===== config.mk =====
export PLATFORM = sky130hd
export DESIGN_NAME = resume_latency_histogram_core
export DESIGN_NICKNAME = d
export VERILOG_FILES = /design/src/sv/rlh_pkg.sv /design/src/sv/rlh_timing.sv /design/src/sv/rlh_bucket.sv /design/src/sv/rlh_hist.sv /design/src/sv/resume_latency_histogram_core.sv
export SDC_FILE = /design/constraint.sdc
export NUM_CORES = 2
export LEC_CHECK = 0
export BUFFER_PORTS_ARGS = -buffer_cell sky130_fd_sc_hd__buf_2
export CAP_MARGIN = 25
export CORE_UTILIZATION = 40
export CTS_BUF_LIST = sky130_fd_sc_hd__clkbuf_8
export CTS_CLUSTER_DIAMETER = 40
export DETAILED_ROUTE_END_ITERATION = 16
export PLACE_DENSITY = 0.58
export SLEW_MARGIN = 5
export SYNTH_ARGS = -nofsm -noshare
export SYNTH_HDL_FRONTEND = slang
export SYNTH_SLANG_ARGS = --single-unit

===== constraint.sdc =====
create_clock -name clk -period 21.2 [get_ports clk]
set_input_delay 1.06 -clock clk [delete_from_list [all_inputs] [get_ports clk]]
set_output_delay 1.06 -clock clk [all_outputs]
set_load 0.005 [all_outputs]

===== src/sv/rlh_pkg.sv =====
// Package for the resume latency histogram core.
// Holds the item types, operation codes and fixed widths shared by all modules.
// Depends on nothing.
package rlh_pkg;

  // Fixed field widths.
  localparam int TS_W    = 40;
  localparam int BKT_W   = 6;
  localparam int CNT_W   = 32;
  localparam int SUM_W   = 48;

  // Histogram geometry.
  localparam int NUM_BUCKETS = 33;
  localparam logic [BKT_W-1:0] LAST_BUCKET = 6'd32;

  // Operation codes.
  localparam logic [1:0] OP_BEGIN = 2'd0;
  localparam logic [1:0] OP_END   = 2'd1;
  localparam logic [1:0] OP_CLEAR = 2'd2;
  localparam logic [1:0] OP_READ  = 2'd3;

  // Input item.
  typedef struct packed {
    logic [1:0]       op;
    logic [TS_W-1:0]  timestamp_ms;
    logic [BKT_W-1:0] bucket_index;
  } evt_t;

  // Result item.
  typedef struct packed {
    logic             recorded;
    logic [TS_W-1:0]  latency_ms;
    logic [BKT_W-1:0] bucket;
    logic [CNT_W-1:0] bucket_count;
    logic [SUM_W-1:0] latency_sum_ms;
    logic [TS_W-1:0]  latency_max_ms;
  } res_t;

  // Item as it travels between the internal pipeline stages.
  typedef struct packed {
    logic [1:0]       op;
    logic             recorded;
    logic [TS_W-1:0]  lat;
    logic [BKT_W-1:0] bucket;
  } stage_t;

endpackage


===== src/sv/rlh_timing.sv =====
// Input register and event timing stage of the resume latency histogram.
// Tracks start and end times and measures the latency of end events.
// Depends on rlh_pkg.
module rlh_timing (
  input  logic            clk,
  input  logic            rst,
  input  logic            in_valid,
  output logic            in_stall,
  input  rlh_pkg::evt_t   in_item,
  output logic            ev_valid,
  input  logic            ev_stall,
  output rlh_pkg::stage_t ev
);

  logic                     v0;
  rlh_pkg::evt_t            item0;
  logic [rlh_pkg::TS_W-1:0] start_time;
  logic [rlh_pkg::TS_W-1:0] end_time;
  logic [rlh_pkg::TS_W-1:0] start_time_next;
  logic [rlh_pkg::TS_W-1:0] end_time_next;
  logic [rlh_pkg::TS_W-1:0] diff;
  logic                     move;

  // The input register holds while the next stage stalls.
  assign in_stall = v0 && ev_stall;
  assign move     = v0 && !ev_stall;
  assign ev_valid = v0;

  always_ff @(posedge clk) begin
    if (rst) begin
      v0 <= 1'b0;
    end else if (!in_stall) begin
      v0 <= in_valid;
    end
  end

  always_ff @(posedge clk) begin
    if (!in_stall) begin
      item0 <= in_item;
    end
  end

  // Timing state changes once, when the item leaves this stage.
  always_ff @(posedge clk) begin
    if (rst) begin
      start_time <= '0;
      end_time   <= '0;
    end else if (move) begin
      start_time <= start_time_next;
      end_time   <= end_time_next;
    end
  end

  assign diff = item0.timestamp_ms - start_time;

  // Decode the event and measure the latency.
  always_comb begin
    start_time_next = start_time;
    end_time_next   = end_time;
    ev.op           = item0.op;
    ev.recorded     = 1'b0;
    ev.lat          = '0;
    ev.bucket       = item0.bucket_index;
    unique case (item0.op)
      rlh_pkg::OP_BEGIN: begin
        start_time_next = item0.timestamp_ms;
      end
      rlh_pkg::OP_END: begin
        // A stored start equal to the last end marks a partial resume.
        if (start_time != end_time) begin
          end_time_next = item0.timestamp_ms;
          if (item0.timestamp_ms > start_time) begin
            ev.recorded     = 1'b1;
            ev.lat          = diff;
            start_time_next = item0.timestamp_ms;
          end
        end
      end
      rlh_pkg::OP_CLEAR, rlh_pkg::OP_READ: begin
      end
      default: begin
      end
    endcase
  end

endmodule


===== src/sv/rlh_bucket.sv =====
// Bucket index stage of the resume latency histogram.
// Maps a latency onto its piecewise linear bucket with a reciprocal multiply.
// Depends on rlh_pkg.
module rlh_bucket #(
  parameter int STEP_SMALL  = 10,
  parameter int BOUND_SMALL = 250,
  parameter int STEP_MID    = 50,
  parameter int BOUND_MID   = 500,
  parameter int STEP_LARGE  = 250,
  parameter int BOUND_MAX   = 1000
) (
  input  logic            clk,
  input  logic            rst,
  input  logic            in_valid,
  output logic            in_stall,
  input  rlh_pkg::stage_t in_item,
  output logic            out_valid,
  input  logic            out_stall,
  output rlh_pkg::stage_t out_item
);

  // Largest bound sets the width of a region offset.
  localparam int TOP_A = (BOUND_SMALL > BOUND_MID) ? BOUND_SMALL : BOUND_MID;
  localparam int TOP_B = (TOP_A > BOUND_MAX) ? TOP_A : BOUND_MAX;
  localparam int W     = $clog2(TOP_B);
  localparam int MW    = W + 2;
  localparam int PW    = W + MW;
  localparam int IW    = (W + 2 > 7) ? W + 2 : 7;

  // Bucket counts of the three regions.
  localparam int N_SMALL = BOUND_SMALL / STEP_SMALL;
  localparam int N_MID   = (BOUND_MID > BOUND_SMALL) ? (BOUND_MID - BOUND_SMALL) / STEP_MID : 0;
  localparam int N_LARGE = (BOUND_MAX > BOUND_MID) ? (BOUND_MAX - BOUND_MID) / STEP_LARGE : 0;

  // Reciprocals: floor(x * M >> K) equals floor(x / step) for every x below 2**W.
  localparam int K_SMALL = W + $clog2(STEP_SMALL);
  localparam int K_MID   = W + $clog2(STEP_MID);
  localparam int K_LARGE = W + $clog2(STEP_LARGE);
  localparam logic [63:0] M_SMALL_F =
    ((64'd1 << K_SMALL) + 64'(STEP_SMALL) - 64'd1) / 64'(STEP_SMALL);
  localparam logic [63:0] M_MID_F =
    ((64'd1 << K_MID) + 64'(STEP_MID) - 64'd1) / 64'(STEP_MID);
  localparam logic [63:0] M_LARGE_F =
    ((64'd1 << K_LARGE) + 64'(STEP_LARGE) - 64'd1) / 64'(STEP_LARGE);
  localparam logic [MW-1:0] M_SMALL = M_SMALL_F[MW-1:0];
  localparam logic [MW-1:0] M_MID   = M_MID_F[MW-1:0];
  localparam logic [MW-1:0] M_LARGE = M_LARGE_F[MW-1:0];

  // Region codes.
  localparam logic [1:0] RG_SMALL = 2'd0;
  localparam logic [1:0] RG_MID   = 2'd1;
  localparam logic [1:0] RG_LARGE = 2'd2;
  localparam logic [1:0] RG_OVER  = 2'd3;

  logic            v1;
  rlh_pkg::stage_t item1;
  logic [1:0]      region;
  logic [W-1:0]    x;
  logic [MW-1:0]   m;
  logic [PW-1:0]   prod;
  logic [W-1:0]    q;
  logic [IW-1:0]   idx_sum;
  logic [rlh_pkg::BKT_W-1:0] idx;
  logic [rlh_pkg::BKT_W-1:0] sel;

  assign in_stall  = v1 && out_stall;
  assign out_valid = v1;

  always_ff @(posedge clk) begin
    if (rst) begin
      v1 <= 1'b0;
    end else if (!in_stall) begin
      v1 <= in_valid;
    end
  end

  always_ff @(posedge clk) begin
    if (!in_stall) begin
      item1 <= in_item;
    end
  end

  // Pick the region and the offset into it.
  always_comb begin
    if (item1.lat < rlh_pkg::TS_W'(BOUND_SMALL)) begin
      region = RG_SMALL;
      x      = item1.lat[W-1:0];
      m      = M_SMALL;
    end else if (item1.lat < rlh_pkg::TS_W'(BOUND_MID)) begin
      region = RG_MID;
      x      = item1.lat[W-1:0] - W'(BOUND_SMALL);
      m      = M_MID;
    end else if (item1.lat < rlh_pkg::TS_W'(BOUND_MAX)) begin
      region = RG_LARGE;
      x      = item1.lat[W-1:0] - W'(BOUND_MID);
      m      = M_LARGE;
    end else begin
      region = RG_OVER;
      x      = '0;
      m      = '0;
    end
  end

  assign prod = PW'(x) * PW'(m);

  // Quotient within the region plus the buckets of the regions below it.
  always_comb begin
    case (region)
      RG_SMALL: begin
        q       = W'(prod >> K_SMALL);
        idx_sum = IW'(q);
      end
      RG_MID: begin
        q       = W'(prod >> K_MID);
        idx_sum = IW'(q) + IW'(N_SMALL);
      end
      RG_LARGE: begin
        q       = W'(prod >> K_LARGE);
        idx_sum = IW'(q) + IW'(N_SMALL) + IW'(N_MID);
      end
      default: begin
        q       = '0;
        idx_sum = IW'(N_SMALL) + IW'(N_MID) + IW'(N_LARGE);
      end
    endcase
  end

  // Indexes beyond the array land in the overflow bucket.
  assign idx = (idx_sum > IW'(rlh_pkg::LAST_BUCKET)) ? rlh_pkg::LAST_BUCKET
                                                      : idx_sum[rlh_pkg::BKT_W-1:0];
  assign sel = (item1.bucket > rlh_pkg::LAST_BUCKET) ? rlh_pkg::LAST_BUCKET : item1.bucket;

  // Bucket for the histogram stage: counted bucket, read bucket, or zero.
  always_comb begin
    out_item = item1;
    if (item1.op == rlh_pkg::OP_READ) begin
      out_item.bucket = sel;
    end else if (item1.recorded) begin
      out_item.bucket = idx;
    end else begin
      out_item.bucket = '0;
    end
  end

endmodule


===== src/sv/rlh_hist.sv =====
// Histogram stage of the resume latency histogram.
// Holds the bucket counter memory, the latency sum and maximum, and the result register.
// Depends on rlh_pkg.
module rlh_hist (
  input  logic            clk,
  input  logic            rst,
  input  logic            in_valid,
  output logic            in_stall,
  input  rlh_pkg::stage_t in_item,
  output logic            res_valid,
  input  logic            res_stall,
  output rlh_pkg::res_t   res
);

  localparam logic [rlh_pkg::CNT_W-1:0] CNT_MAX = '1;
  localparam logic [rlh_pkg::SUM_W-1:0] SUM_MAX = '1;

  logic                          v2;
  rlh_pkg::stage_t               item2;
  logic [rlh_pkg::CNT_W-1:0]     mem [rlh_pkg::NUM_BUCKETS];
  logic [rlh_pkg::NUM_BUCKETS-1:0] vbit;
  logic [rlh_pkg::CNT_W-1:0]     rd_mem;
  logic                          rd_vbit;
  logic                          fwd_hit;
  logic                          fwd_clr;
  logic [rlh_pkg::CNT_W-1:0]     fwd_val;
  logic [rlh_pkg::CNT_W-1:0]     base;
  logic [rlh_pkg::CNT_W-1:0]     cnt_inc;
  logic [rlh_pkg::SUM_W-1:0]     sum_total;
  logic [rlh_pkg::SUM_W-1:0]     sum_total_next;
  logic [rlh_pkg::TS_W-1:0]      max_seen;
  logic [rlh_pkg::TS_W-1:0]      max_seen_next;
  logic [rlh_pkg::SUM_W:0]       sum_add;
  logic                          move2;
  logic                          wr;
  logic                          clr;
  rlh_pkg::res_t                 res_d;

  // The stage moves when the result register is free or being emptied.
  assign move2    = v2 && (!res_valid || !res_stall);
  assign in_stall = v2 && !move2;
  assign wr       = move2 && (item2.op == rlh_pkg::OP_END) && item2.recorded;
  assign clr      = move2 && (item2.op == rlh_pkg::OP_CLEAR);

  always_ff @(posedge clk) begin
    if (rst) begin
      v2 <= 1'b0;
    end else if (!in_stall) begin
      v2 <= in_valid;
    end
  end

  // Counter memory: one write and one registered read per cycle; the read holds while the stage stalls.
  always_ff @(posedge clk) begin
    if (wr) begin
      mem[item2.bucket] <= cnt_inc;
    end
    if (!in_stall) begin
      rd_mem <= mem[in_item.bucket];
    end
  end

  // The incoming item sees this cycle's write or clear through the bypass flags.
  always_ff @(posedge clk) begin
    if (!in_stall) begin
      item2   <= in_item;
      rd_vbit <= vbit[in_item.bucket];
      fwd_hit <= wr && (item2.bucket == in_item.bucket);
      fwd_clr <= clr;
      fwd_val <= cnt_inc;
    end
  end

  // Entry valid bits stand for the all-zero state after reset or clear.
  always_ff @(posedge clk) begin
    if (rst) begin
      vbit <= '0;
    end else if (clr) begin
      vbit <= '0;
    end else if (wr) begin
      vbit[item2.bucket] <= 1'b1;
    end
  end

  always_comb begin
    if (fwd_clr) begin
      base = '0;
    end else if (fwd_hit) begin
      base = fwd_val;
    end else if (rd_vbit) begin
      base = rd_mem;
    end else begin
      base = '0;
    end
  end

  // Saturating counter increment and sum.
  assign cnt_inc = (base == CNT_MAX) ? base : base + 1'b1;
  assign sum_add = {1'b0, sum_total} + (rlh_pkg::SUM_W + 1)'(item2.lat);

  always_comb begin
    sum_total_next = sum_total;
    max_seen_next  = max_seen;
    if (item2.op == rlh_pkg::OP_CLEAR) begin
      sum_total_next = '0;
      max_seen_next  = '0;
    end else if ((item2.op == rlh_pkg::OP_END) && item2.recorded) begin
      sum_total_next = sum_add[rlh_pkg::SUM_W] ? SUM_MAX : sum_add[rlh_pkg::SUM_W-1:0];
      if (item2.lat > max_seen) begin
        max_seen_next = item2.lat;
      end
    end
  end

  always_ff @(posedge clk) begin
    if (rst) begin
      sum_total <= '0;
      max_seen  <= '0;
    end else if (move2) begin
      sum_total <= sum_total_next;
      max_seen  <= max_seen_next;
    end
  end

  // Build the result item.
  always_comb begin
    res_d.recorded       = 1'b0;
    res_d.latency_ms     = '0;
    res_d.bucket         = '0;
    res_d.bucket_count   = '0;
    res_d.latency_sum_ms = sum_total_next;
    res_d.latency_max_ms = max_seen_next;
    if ((item2.op == rlh_pkg::OP_END) && item2.recorded) begin
      res_d.recorded     = 1'b1;
      res_d.latency_ms   = item2.lat;
      res_d.bucket       = item2.bucket;
      res_d.bucket_count = cnt_inc;
    end else if (item2.op == rlh_pkg::OP_READ) begin
      res_d.bucket       = item2.bucket;
      res_d.bucket_count = base;
    end
  end

  // Result register.
  always_ff @(posedge clk) begin
    if (rst) begin
      res_valid <= 1'b0;
    end else if (!res_valid || !res_stall) begin
      res_valid <= v2;
    end
  end

  always_ff @(posedge clk) begin
    if (!res_valid || !res_stall) begin
      res <= res_d;
    end
  end

endmodule


===== src/sv/resume_latency_histogram_core.sv =====
// Top level of the resume latency histogram core.
// Chains the timing, bucket index and histogram stages; depends on rlh_pkg,
// rlh_timing, rlh_bucket and rlh_hist.
//
//   channel  valid      stall      payload
//   -------  ---------  ---------  ----------------------
//   input    evt_valid  evt_stall  evt (rlh_pkg::evt_t)
//   result   res_valid  res_stall  res (rlh_pkg::res_t)
//
// Every item yields one result item. The core takes one item per cycle while
// no stall holds it; a result passes from the input register through the
// bucket index register and the counter read register into the result register.
// Reset is synchronous and clears all timing state, the sum, the maximum and
// the counter valid bits at once. A stall on the result side holds each stage
// in turn; the input keeps flowing until every stage is full.
module resume_latency_histogram_core #(
  parameter int STEP_SMALL  = 10,
  parameter int BOUND_SMALL = 250,
  parameter int STEP_MID    = 50,
  parameter int BOUND_MID   = 500,
  parameter int STEP_LARGE  = 250,
  parameter int BOUND_MAX   = 1000
) (
  input  logic          clk,
  input  logic          rst,
  input  logic          evt_valid,
  output logic          evt_stall,
  input  rlh_pkg::evt_t evt,
  output logic          res_valid,
  input  logic          res_stall,
  output rlh_pkg::res_t res
);

  logic            ev_valid;
  logic            ev_stall;
  rlh_pkg::stage_t ev;
  logic            bk_valid;
  logic            bk_stall;
  rlh_pkg::stage_t bk;

  // Start and end times, latency measurement.
  rlh_timing u_timing (
    .clk      (clk),
    .rst      (rst),
    .in_valid (evt_valid),
    .in_stall (evt_stall),
    .in_item  (evt),
    .ev_valid (ev_valid),
    .ev_stall (ev_stall),
    .ev       (ev)
  );

  // Piecewise linear bucket index.
  rlh_bucket #(
    .STEP_SMALL  (STEP_SMALL),
    .BOUND_SMALL (BOUND_SMALL),
    .STEP_MID    (STEP_MID),
    .BOUND_MID   (BOUND_MID),
    .STEP_LARGE  (STEP_LARGE),
    .BOUND_MAX   (BOUND_MAX)
  ) u_bucket (
    .clk       (clk),
    .rst       (rst),
    .in_valid  (ev_valid),
    .in_stall  (ev_stall),
    .in_item   (ev),
    .out_valid (bk_valid),
    .out_stall (bk_stall),
    .out_item  (bk)
  );

  // Counters, sum, maximum and result register.
  rlh_hist u_hist (
    .clk       (clk),
    .rst       (rst),
    .in_valid  (bk_valid),
    .in_stall  (bk_stall),
    .in_item   (bk),
    .res_valid (res_valid),
    .res_stall (res_stall),
    .res       (res)
  );

endmodule

Word-level counts from Yosys, hierarchy flattened
Memories as Yosys holds them, arrays and structs flattened. A register that Yosys moved wholly into a read port is not among the register bits.
Index checks and enable logic that the tools add are counted.

operators by class
  eq/ne operators = 12
  multiply operators = 1
  bitwise operators = 1
  order comparisons = 10
  multiplexer cells = 37
  add/subtract/negate cells = 8
  reduce and logical (&&, ||, !) cells = 25

operators by type and width
  kind                   count
  $mux 40                5
  $mux 48                3
  $mux 32                4
  $mux 41                2
  $gt 40x40->1           2
  $pmux 40 s2            1
  $mux 38                2
  $add 48x40->49         1
  $lt 40x10->1 const B   1
  $lt 40x8->1 const B    1
  $lt 40x9->1 const B    1
  $ne 40x40->1           1
  $sub 40x40->40         1
  $pmux 12 s3            1
  $or 33x33->33          1
  $add 32x1->32 const B  1
  $eq 32x32->1 const B   1
  $mux 10                3
  $mux 12                2
  $mux 6                 4
  $mul 10x12->22         1
  $lt 6x7->1 const B     2
  $add 12x3->12 const B  1
  $gt 12x6->1 const B    1
  other kinds (24)       51

storage, ports and cells
  bits in writable memories = 1056
  bits in registers = 553
  bits of input ports = 52
  word-level logic and storage cells = 125
  output and inout port bits = 169
  memories kept = 1

memory list
  name        depth  width  rd ports  clocked after Yosys merged registers in  write ports  line            RTL
  u_hist.mem  33     32     1         1                                        1            rlh_hist.sv:20  logic [rlh_pkg::CNT_W-1:0] mem [rlh_pkg::NUM_BUCKETS];

Depth between registers and ports, before layout
  depth in word-level cells = 14
  mapped depth = 54
  mapped depth without buffers = 47

Cells and area by module
Synthesis repeated with hierarchy kept, for this count alone.

second synthesis, totals
  cells, all modules = 4792
  area total of the unflattened synthesis = 73117.6 um^2

by module, submodules not included
  module      area each (um^2)  seq. area each (um^2)  times used  cells an instance
  rlh_hist    59572.1           42670.9                1           3379
  rlh_timing  7512.2            3062.9                 1           808
  rlh_bucket  6033.3            1491.4                 1           605

Worst setup path after synthesis
OpenSTA, ideal clock, no wires.

  kind = register to register
  start point = register u_bucket.item1, in the netlist u_bucket.out_item[30]
  end point = register u_hist.rd_mem[9] in the netlist's numbering, read port of u_hist.mem (data pin)
  period minus slack after synthesis = 10302 ps
  data arrival time = 10037 ps
  cell stages (with the launch flop) = 44
  slack = 10898 ps
  path buffers = 6
  setup time = 265 ps
  required time = 20935 ps
  cells stage by stage = edfxtp_1 > nor4_1 > nand4_1 > or2_1 > clkbuf_1 > or2_2 > clkbuf_1 > nor2_1 > a211oi_1 > a21oi_1 > inv_1 > fa_1 > fa_1 > inv_1 > fa_1 > fa_1 > inv_1 > fa_1 > (+8 left out) > and2_1 > clkbuf_1 > ha_1 > inv_1 > or4_1 > o2111ai_1 > o2bb2a_1 > a311oi_1 > o21ai_1 > and2_1 > buf_2 > inv_2 > buf_2 > buf_1 > nand3_1 > a32oi_1 > o21ai_1 > or3_1

on the way
  word-level cells in the longest chain between the ends = 12
  elaborated cells between the ends (all ways) = 24

RTL lines
  item                                       line               RTL
  from (decl)                                rlh_bucket.sv:56   rlh_pkg::stage_t item1;
  from (signal assigned)                     rlh_bucket.sv:79   item1 <= in_item;
  $lt 40x10->1                               rlh_bucket.sv:93   end else if (item1.lat < rlh_pkg::TS_W'(BOUND_MAX)) begin
  $mux 10 / $mux 11 (equally long branches)  rlh_bucket.sv:93
  $mux 10 / $mux 12 (equally long branches)  rlh_bucket.sv:89   end else if (item1.lat < rlh_pkg::TS_W'(BOUND_MID)) begin
  $mux 10 / $mux 12 (equally long branches)  rlh_bucket.sv:85   if (item1.lat < rlh_pkg::TS_W'(BOUND_SMALL)) begin
  $mul 10x12->22                             rlh_bucket.sv:104  assign prod = PW'(x) * PW'(m);
  $add 4x5->6                                rlh_bucket.sv:119  idx_sum = IW'(q) + IW'(N_SMALL) + IW'(N_MID);
  $add 12x3->12                              rlh_bucket.sv:119
  $pmux 12 s3 *                              rlh_bucket.sv:108  case (region)
  $gt 12x6->1                                rlh_bucket.sv:129  assign idx = (idx_sum > IW'(rlh_pkg::LAST_BUCKET)) ? rlh_pkg::LAST_BUCKET
  $mux 6 *                                   rlh_bucket.sv:129
  $mux 6 *                                   rlh_bucket.sv:138  end else if (item1.recorded) begin
  $mux 6 *                                   rlh_bucket.sv:136  if (item1.op == rlh_pkg::OP_READ) begin
  to (decl)                                  rlh_hist.sv:22     logic [rlh_pkg::CNT_W-1:0] rd_mem;

Every way passes the cells marked *; elsewhere a longest branch is shown, timed or not.
A chain may end at the register's enable or synchronous reset.

Final worst setup path
  start point = register u_bucket.item1, in the netlist u_bucket.out_item[22]
  end point = register u_hist.rd_mem[26] in the netlist's numbering, read port of u_hist.mem (data pin)

The elaborated chain is that of the path after synthesis.

==> impl_metrics.tcl <==
set metrics [dict create \
    netlist_instances 5919 \
    ant_nets 0 \
    cp_max_fo 64 \
    dr.first_iter.drc_count 4987 \
    dp_slack_ns 7.190 \
    cts_buffer_depth 4 \
    outcome "completed" \
    leakage_nw 31.86 \
    ys_seq_area_share_pct 64.60 \
    r2r_slack_ns 7.24 \
    antenna_found_initial 23 \
    synth_edf_count 1436 \
    synthTopCellsByArea "edfxtp_1 59%, dfxtp_1 5.6%, nand2_1 4.6%" \
    max_slew_margin_pct 15.47 \
    grt_pass1_vias 48078 \
    gp_congestion 0.9062 \
    cts.sinks 1641 \
    crit_type "flip-flop to flip-flop" \
    required_ns 21.96 \
    ys.flop_type "edfxtp_1" \
    place_area_um2 77340 \
    track_usage_pct 23.92 \
    wl_per_cell_um 25.58 \
    io_buffers 220 \
    fin_tns_setup_ns 0 \
    vias 50417 \
    cell_internal_pwr_mw 5.150 \
    max_freq_mhz 71.64 \
    p_seq_share_pct 52.8 \
    power_frac_comb_pct 6.2 \
    drive_gt1_share_pct 13.05 \
    cts_tree "built" \
    drt-total-wl_mm 225.5 \
    place_inst 8311 \
    cts_made_buffers 293 \
    boundaryPins 221 \
    num_rows 156 \
    grt_max_degree 192 \
    endpoint_kind "flip-flop" \
    period_minus_slack_ns 13.96 \
    slew_violations 0 \
    r2r-end "u_hist.rd_mem[26]$_DFFE_PN_" \
    clk-insertion-delay-late_ns 1.06 \
    powerDensity_nw_per_um2 82.02 \
    p_sw_share_pct 24.10 \
    synth_top_area_share_pct 58.99 \
    hpwl_mm 138.4 \
    hold_viol 0 \
    fin_area_um2 82730 \
    area_delta_synth_final_pct 13.18 \
    reg2regPathDepth 39 \
    cts_hold_buffers 0 \
    drv_cap 0 \
    vias_per_cell 5.720 \
    post-cts-setup-buffers 0 \
    yosysWarnings 0 \
    drt-pass1-iter-count 6 \
    yosysTopAreaCell "edfxtp_1" \
    worstHoldStart "evt[1]" \
    htree_levels 5 \
    ys_ff_latch 1641 \
    drc 0 \
    grt_pass1_wl_mm 326.5 \
    r2r_start "u_bucket.out_item[22]$_SDFFCE_PN0N_" \
    vdd_drop_max_v 0.00006617 \
    clkTransAtPathRegs_ns 0.06 \
    cp_slowest_stage_delay_ns 0.81 \
    layout_worst_path_cycle_share_pct 65.84 \
    power_switching_mw 1.635 \
    synth.distinct_cells 86 \
    dieArea_um2 184500 \
    worstHoldEndpoint "u_timing.ev[1]$_DFFE_PN_" \
    chipWidth_um 429.5 \
    rsz0062_at_grt "no" \
    syn_area_um2 73100 \
    start_util_pct 40.36 \
    final_nets 6549 \
    pwr-share-clk_pct 41.0 \
    arrival_ns 14.72 \
    crit_path_start_kind "flip-flop" \
    setup_slack_ns 7.242 \
    die_h_um 429.5 \
    syn_area_per_cell_um2 12.35 \
    crit_path_top_delay_cell "and2_4" \
    min_path_cells 1 \
    async_flop_share_pct 0 \
    power_mw 6.786 \
    setup_viol 0 \
    ctsResizeCount 0 \
    overflow 0 \
    cts-root-buf "clkbuf_8" \
    finalNonFillerCells 8814 \
    tightest_slew_ns 1.268 \
    cp_common_cell "fa_1" \
    skew_ns 0.1294 \
    hold_path.class "input pin to flip-flop" \
    coreArea_um2 181100 \
]
-- worst max-delay path by stage --
stage	from	to	slack (ns)	cells after the start
detailed placement	u_bucket.out_item[22]$_SDFFCE_PN0N_	u_hist.rd_mem[9]$_DFFE_PN_	7.19	38
global placement	u_bucket.out_item[22]$_SDFFCE_PN0N_	u_hist.rd_mem[9]$_DFFE_PN_	7.37	46
floorplan	u_bucket.out_item[30]$_SDFFCE_PN0N_	u_hist.rd_mem[9]$_DFFE_PN_	10.90	43
finish	u_bucket.out_item[22]$_SDFFCE_PN0N_	u_hist.rd_mem[26]$_DFFE_PN_	7.24	39
global route	u_bucket.out_item[22]$_SDFFCE_PN0N_	u_hist.rd_mem[26]$_DFFE_PN_	6.41	47
CTS	u_bucket.out_item[22]$_SDFFCE_PN0N_	u_hist.rd_mem[9]$_DFFE_PN_	7.15	38
-- final cells by class --
cell class                 count  area, µm²
timing repair buffer         348       2140
tap                         2370       2965
inverter                     222      852.1
fill                       16390      98400
clock inverter               191       1162
multi-input combinational   3731      24190
clock buffer                 304       4184
antenna                        7      17.52
sequential                  1641      47230
-- synthesized netlist by cell type, types with 33 or more instances --
master	instances
a211oi_1	99
a21o_1	64
a21oi_1	274
a221oi_1	72
a22o_1	50
a22oi_1	33
a311oi_1	40
a31oi_1	111
and2_1	64
and3_1	103
buf_2	81
clkbuf_1	187
dfxtp_1	205
edfxtp_1	1436
fa_1	60
ha_1	200
inv_1	218
mux2i_1	214
nand2_1	900
nand3_1	243
nand4_1	40
nor2_1	447
nor3_1	42
nor4_1	39
o21ai_0	126
xnor2_1	78
xor2_1	79
-- layout by cell type, fill, tap and decap left out, types with 33 or more instances in the layout --
cell      instances
edfxtp_1       1436
ha_1            200
nor2_1          407
a21o_1           64
mux2i_1         214
nand2_1         896
and3_1          103
a22o_1           50
nor3_1           41
xnor2_1          61
buf_4           121
nand4_1          40
nand3_1         242
a311oi_1         40
inv_1           292
clkinv_1         51
a211oi_1         99
clkinv_2         33
xor2_1           66
a21oi_1         273
and2_1           60
nor4_1           38
a31oi_1         111
clkbuf_8        304
a221oi_1         72
dfxtp_1         205
o21ai_0         126
fa_1             60
nor2_4           33
buf_2           219
-- per-layer routing --
layer | wire [µm] | share of wire [%] | track usage, %
met4 | 7443 | 3.3 | 8.530
met2 | 102700 | 46 | 37.12
met3 | 18390 | 8.2 | 4.682
met5 | 198 | 0.088 | 0
met1 | 96800 | 43 | 33.33
-- worst max-delay path: cells and delay by family, from the launching register on --
family | cells | cell delay [ns]
AOI/OAI and AO/OA | 12 | 3.25
adders and majority gates | 7 | 3.06
muxes | 1 | 0.26
buffers and inverters | 6 | 2.32
DFF | 1 | 0.41
and+or+nand+nor | 13 | 4.29
-- power groups by stage --
stage / clock [mW] / combinational, mW / sequential (mW)
finish: 2.78 / 0.419 / 3.58
global route: 2.98 / 0.458 / 3.58
CTS: 2.84 / 0.417 / 3.58
detailed placement: 0 / 0.415 / 3.65
global placement: 0 / 0.411 / 3.65
floorplan: 0 / 0.275 / 3.62
-- per-stage QoR --
| step | utilization, % | hold WS, ns |
|---|---|---|
| 3_5_place_dp | 42.70 | 0.4111 |
| 3_3_place_gp | 42.66 | 0.4155 |
| 4_1_cts | 45.65 | 0.1138 |
| 6_report | 45.67 | 0.2346 |
| 2_1_floorplan | - | 0.4003 |
| 5_1_grt | 45.67 | 0.1670 |
-- flip-flops by register name, summed over array words and instances (netlist names), 6 cells and up --
register,flops
u_hist.mem,1056
u_hist.max_seen,40
u_hist.rd_mem,32
u_bucket.item1,6
u_hist.item2,49
u_hist.sum_total,48
u_timing.item0,40
u_hist.res,167
u_timing.start_time,40
u_timing.end_time,40
u_hist.fwd_val,32
u_hist.vbit,33
u_bucket.out_item,43
u_timing.ev,8
-- kinds of logic after synthesis --
family                     count (synthesis)  share of synthesized area, %
and+or+nand+nor                         2015                         12.29
DFF                                     1641                         64.60
buffers and inverters                    551                         3.184
adders and majority gates                260                         5.066
other                                      2                       0.01027
muxes                                    215                         2.946
AOI/OAI and AO/OA                       1077                         9.989
xor gates and xnor gates                 158                         1.912
Note: power is estimated with default switching activity, not from simulation.
